[src/rtl/vht_div.sv]
// Shared restoring divider: one quotient bit per cycle, quotient out.
// Standalone; used for frame mapping.
module vht_div #(
    parameter int DVD_W = 46,
    parameter int DVS_W = 13
) (
    input  logic             clk,
    input  logic             rst_n,
    input  logic             start,
    input  logic [DVD_W-1:0] dividend,
    input  logic [DVS_W-1:0] divisor,
    output logic             done,
    output logic [DVD_W-1:0] quot
);
    localparam int CW = $clog2(DVD_W);

    logic [DVD_W-1:0] q_reg, q_next;
    logic [DVS_W-1:0] r_reg, r_next;
    logic [DVS_W-1:0] d_reg, d_next;
    logic [CW-1:0]    cnt_reg, cnt_next;
    logic             busy_reg, busy_next;
    logic             done_reg, done_next;
    logic [DVS_W:0]   trial;

    // Shift the next dividend bit into the partial remainder
    assign trial = {r_reg, q_reg[DVD_W-1]};

    always_comb
    begin
        q_next    = q_reg;
        r_next    = r_reg;
        d_next    = d_reg;
        cnt_next  = cnt_reg;
        busy_next = busy_reg;
        done_next = 1'b0;
        if (start)
        begin
            q_next    = dividend;
            r_next    = '0;
            d_next    = divisor;
            cnt_next  = '0;
            busy_next = 1'b1;
        end
        else if (busy_reg)
        begin
            // Subtract when the divisor fits, else keep the shifted remainder
            if (trial >= {1'b0, d_reg})
            begin
                r_next = DVS_W'(trial - {1'b0, d_reg});
                q_next = {q_reg[DVD_W-2:0], 1'b1};
            end
            else
            begin
                r_next = trial[DVS_W-1:0];
                q_next = {q_reg[DVD_W-2:0], 1'b0};
            end
            cnt_next = cnt_reg + CW'(1);
            if (cnt_reg == CW'(DVD_W - 1))
            begin
                busy_next = 1'b0;
                done_next = 1'b1;
            end
        end
    end

    always_ff @(posedge clk or negedge rst_n)
    begin
        if (!rst_n)
        begin
            busy_reg <= 1'b0;
            done_reg <= 1'b0;
            cnt_reg  <= '0;
        end
        else
        begin
            busy_reg <= busy_next;
            done_reg <= done_next;
            cnt_reg  <= cnt_next;
        end
    end

    // Datapath holds no reset
    always_ff @(posedge clk)
    begin
        q_reg <= q_next;
        r_reg <= r_next;
        d_reg <= d_next;
    end

    assign done = done_reg;
    assign quot = q_reg;
endmodule

[config.mk]
export PLATFORM = sky130hd
export DESIGN_NAME = vht_div
export DESIGN_NICKNAME = d
export VERILOG_FILES = /design/src/rtl/vht_div.sv
export SDC_FILE = /design/constraint.sdc
export NUM_CORES = 1
export LEC_CHECK = 0
export BUFFER_PORTS_ARGS = -buffer_cell sky130_fd_sc_hd__buf_2
export CAP_MARGIN = 20
export CORE_MARGIN = 1.5
export CORE_UTILIZATION = 50
export DETAILED_ROUTE_END_ITERATION = 8
export GPL_TIMING_DRIVEN = 0
export PLACE_DENSITY = 0.77
export SYNTH_ARGS = -nofsm -noshare
export SYNTH_HDL_FRONTEND = slang
export SYNTH_SLANG_ARGS = --single-unit
[constraint.sdc]
create_clock -name clk -period 3.2 [get_ports clk]
set_clock_uncertainty 0.1 [all_clocks]
set_input_delay 0.32 -clock clk [delete_from_list [all_inputs] [get_ports clk]]
set_output_delay 0.32 -clock clk [all_outputs]
set_load 0.02 [all_outputs]
# Yosys cells after proc, flatten, opt, wreduce, memory -nomap -nowiden
# Index checks and enable logic that the tools add are counted.
# op_classes
reduce_logical	1
n_addsub	2
muxes	12
n_lt_le_gt_ge	1
eq_ne	1
# ops
cell	count
2-to-1 mux 46 bit	2
>= comparator 14 x 13 -> 1 bit	1
2-to-1 mux 13 bit	1
subtractor 13 bit	1
2-to-1 mux 6 bit	2
2-to-1 mux 1 bit	7
adder 6 x 1 -> 6 bit (second input constant)	1
equality test 6 bit (second input constant)	1
nonzero test 2 bit	1
# word_totals
elab_cells	23
in_bits	62
out_inout_bits	47
ff_bits	80

# Longest topological paths before layout
# depth
ltp_word	4
mapped_depth	11
mapped_depth_nobuf	10

# Worst setup path after synthesis
# Ideal clock, no wire load.
# synth_path
path_type	register -> register
startpoint	register q_reg[45] (netlist: quot[45])
endpoint	register r_reg[12]
required_ps	2956
arrival_ps	2292
setup_ps	144
synth_period_minus_slack_ps	2536
slack_ps	664
n_path_buf	0
path_stages_with_launch	11
path_cell_list	edfxtp_1 inv_1 ha_1 inv_1 fa_1 a21oi_1 o211ai_2 and4_2 or4_1 nand3_1 a311oi_1
# synth_via
elab_chain_cells	2
word_cells_on_any_way	3
# synth_rtl
element	line	source
start: declaration	17	logic [DVD_W-1:0] q_reg, q_next;
start signal: assignment	85	q_reg <= q_next;
subtractor 13 bit or >= comparator 14 x 13 -> 1 bit (tied branches)	49, 47	
2-to-1 mux 13 bit (*)	47	if (trial >= {1'b0, d_reg})
end signal: assignment	86	r_reg <= r_next;
end: declaration	18	logic [DVS_W-1:0] r_reg, r_next;
# Every way passes the cells marked *; elsewhere a longest branch is shown, timed or not.
# A chain may end at the register's enable or synchronous reset.

# Worst setup path after layout
# Ends and elaborated chain as after synthesis.

==> impl_metrics.py <==
metrics = {
    "yosys": {
        "synthMuxAreaShare_pct": 14.1,
        "synth_compound_area_share_pct": 9.61,
        "ys_warn_count": 0,
        "async_flop_share_pct": 10.0,
        "synth_cell_types": 52,
        "syn_area_sq_um": 3970,
        "yosysMostFrequentCell": "edfxtp_1",
        "synthCells": 309,
        "synth_area_per_cell_sq_um": 12.8,
        "synth_top_family_by_area": "multiplexers",
        "synth-edff-count": 59,
        "synth_area_leaders": "edfxtp_1 (45%), mux2_2 (13%), dfxtp_1 (6.6%), dfrtp_1 (5.0%), ha_1 (4.7%)",
        "synth_fp_nets": 387,
        "synth_top_area_share_pct": 44.6,
        "yosys-top-cells-count": "edfxtp_1 (59), mux2_2 (46), nor2_1 (21)",
        "yosys_register_bits": 80,
        "synth_top_area_cell": "edfxtp_1",
        "synthAdderAreaFrac_pct": 5.23,
        "yosysSeqAreaShare_pct": 56.2,
        "synthFlopType": "edfxtp_1",
        "synth_xor_area_share_pct": 2.87,
        "synth-simple-area-share_pct": 8.48,
    },
    "detailed_routing": {
        "vias": 2770,
        "drt_iter0_drc": 141,
        "wl_per_cell_microns": 14.8,
        "drt_first_pass_iters": 4,
        "wirelength_mm": 7.93,
        "drcViolationCount": 0,
        "drt-vias-per-instance": 5.17,
        "ant_nets": 0,
    },
    "final_layout": {
        "nFillCells": 637,
        "areaGrowthSynthToFinish_pct": 21.6,
        "seq_area_sq_um": 2230,
        "largest_reg_flops": 46,
        "design_area_sq_um": 4830,
        "multi_input_area_sq_um": 1600,
        "drive_gt1_share_pct": 43.1,
        "diodes": 0,
        "final_nets": 507,
        "fin_cells": 536,
    },
    "power_and_ir_drop": {
        "p_leak_nw": 2.11,
        "powerDensity_nw_per_um2": 690,
        "p_total_mw": 3.33,
        "peakVddDrop_uv": 450,
    },
    "clocking": {
        "htree_levels": 3,
        "clockRootBuffer": "clkbuf_8",
        "post-cts-setup-buffer-count": 0,
        "cts_tree": "done",
        "clk_pin_slew_worst_paths_ps": 90,
        "clock_latency_ps": 360,
        "cts_buffers": 9,
        "clock_path_buffers": 2,
        "cts.sinks": 80,
        "cts_resized": 0,
    },
    "floorplanning": {
        "core.rowCount": 32,
        "dieArea_sq_um": 8480,
        "start_util_pct": 51.6,
        "fp.dieH_microns": 92.1,
        "die_w_microns": 92.1,
        "pin_count": 109,
        "core_sq_um": 7690,
    },
    "timing": {
        "hold_viol": 0,
        "tightest_slew_ps": 934,
        "maxSlewViolCount": 0,
        "totalNegativeSetupSlack_ps": 0,
        "setup_slack_ps": 552,
        "finalCriticalPeriod_ps": 2650,
        "period_share_pct": 82.8,
        "slew_headroom_pct": 37.7,
        "setup_violations": 0,
        "max_freq_ghz": 0.378,
        "grt_setup_unrepaired": "no",
    },
    "setup_path": {
        "cp_max_fo": 5,
        "ff2ff_path_depth": 10,
        "cp.required_ps": 3320,
        "worst_setup_path_start_kind": "register",
        "end_kind": "register",
        "r2r-end": "r_reg[12]$_SDFFE_PP0P_",
        "path_class": "reg -> reg",
        "cp-startpoint": "quot[45]$_DFFE_PP_",
        "reg2reg_from": "quot[45]$_DFFE_PP_",
        "worst-r2r-setup-slack_ps": 550,
        "arrival_ps": 2770,
    },
    "min_path": {
        "hold_class": "in -> reg",
        "hold_depth": 1,
        "hold_path_startpoint": "divisor[4]",
        "hold_end": "d_reg[4]$_DFFE_PP_",
    },
    "global_routing": {
        "grt_pass1_wl_mm": 12.4,
        "grt-ovfl-total": 0,
        "first_global_vias": 2614,
        "antenna_found_initial": 0,
        "grt_max_degree": 47,
        "grt_use_total_pct": 19.3,
    },
    "placed_design": {
        "io_buffers": 108,
        "dp_hpwl_mm": 5.92,
        "place_congestion": 0.788,
        "place_inst": 519,
        "postPlaceCellArea_sq_um": 4640,
        "place_ws_ps": 401,
    },
    "outcome": {
        "status": "complete, no violations",
    },
    "job": {
        "cap_violations": 0,
    },
}
-- worst max path at each step --
stage / end / slack [ps] / depth (start not counted)
after detailed placement: quot[13]$_DFFE_PP_ / 400 / 5
after global routing: r_reg[12]$_SDFFE_PP0P_ / 390 / 10
after CTS: r_reg[12]$_SDFFE_PP0P_ / 550 / 10
after global placement: quot[13]$_DFFE_PP_ / -90 / 5
final: r_reg[12]$_SDFFE_PP0P_ / 550 / 10
after floorplan: r_reg[12]$_SDFFE_PP0P_ / 660 / 10
-- critical path, stage by stage, from the launching register on --
cell,delay [ps]
edfxtp_1,480
inv_1,90
ha_1,160
inv_1,50
fa_1,410
a21oi_1,190
o211ai_2,170
and4_2,270
or4_1,390
nand3_1,90
a311oi_1,90
-- placed cells by master, fill, tap and decap left out, types with 3 or more instances in the layout --
cell type  count
mux2_2        46
buf_2        109
a21oi_1       12
a21o_1         6
dfxtp_1       13
a311oi_1       3
xor2_1         8
inv_1         17
o21ai_0        4
nand2_1       16
o31ai_1        3
nand3_1        6
edfxtp_1      59
mux2i_1        4
clkbuf_1      11
clkbuf_8       9
nor2_1        21
dfrtp_1        8
nor3b_1        3
xnor2_1        5
a211oi_1       5
ha_1          15
-- per-stage QoR --
| step | utilization (%) | hold WS (ps) |
|---|---|---|
| floorplan | - | -75.6 |
| global placement | 60.3 | 69.3 |
| detailed placement | 60.3 | 70.8 |
| CTS | 62.8 | 19.3 |
| global route | 62.8 | 24.6 |
| finish | 62.8 | 35.5 |
-- repair_timing --
action,CTS,global route
hold buffers,1,0
hold endpoints to repair,8,0
endpoints found under the setup margin,0,0
-- report_power, final --
group	switching (mW)	internal (mW)	leakage, nW	total [mW]
clock network	0.397	0.289	0.0915	0.687
registers	0.123	1.30	0.826	1.42
logic	0.671	0.554	1.19	1.22
total	1.19	2.14	2.11	3.33
-- logic make-up after synthesis --
| group | count (synthesis) |
|---|---|
| flip-flops | 80 |
| multiplexers | 50 |
| buffers and inverters | 33 |
| AND/OR/NAND/NOR | 66 |
| AO/OA/AOI/OAI | 51 |
| XOR/XNOR | 13 |
| adder cells (fa/ha/maj) | 16 |
-- per-layer routing --
| metal | up-vias | global-route usage (%) | routed length (microns) |
|---|---|---|---|
| met5 | - | 0 | 0 |
| met2 | 77 | 32.8 | 3910 |
| met4 | 0 | 9.36 | 196 |
| met1 | 1295 | 23.6 | 3490 |
| li1 | 1382 | - | - |
| met3 | 16 | 3.57 | 332 |
-- layout make-up --
class	count	area share (%)
Sequential cell	80	46.2
Multi-Input combinational cell	196	33.1
Tap cell	102	2.64
Timing Repair Buffer	109	11.4
Buffer	15	1.50
Inverter	18	1.40
Clock buffer	9	2.57
Clock inverter	7	1.14
Note: power is estimated with default switching activity, not from simulation.
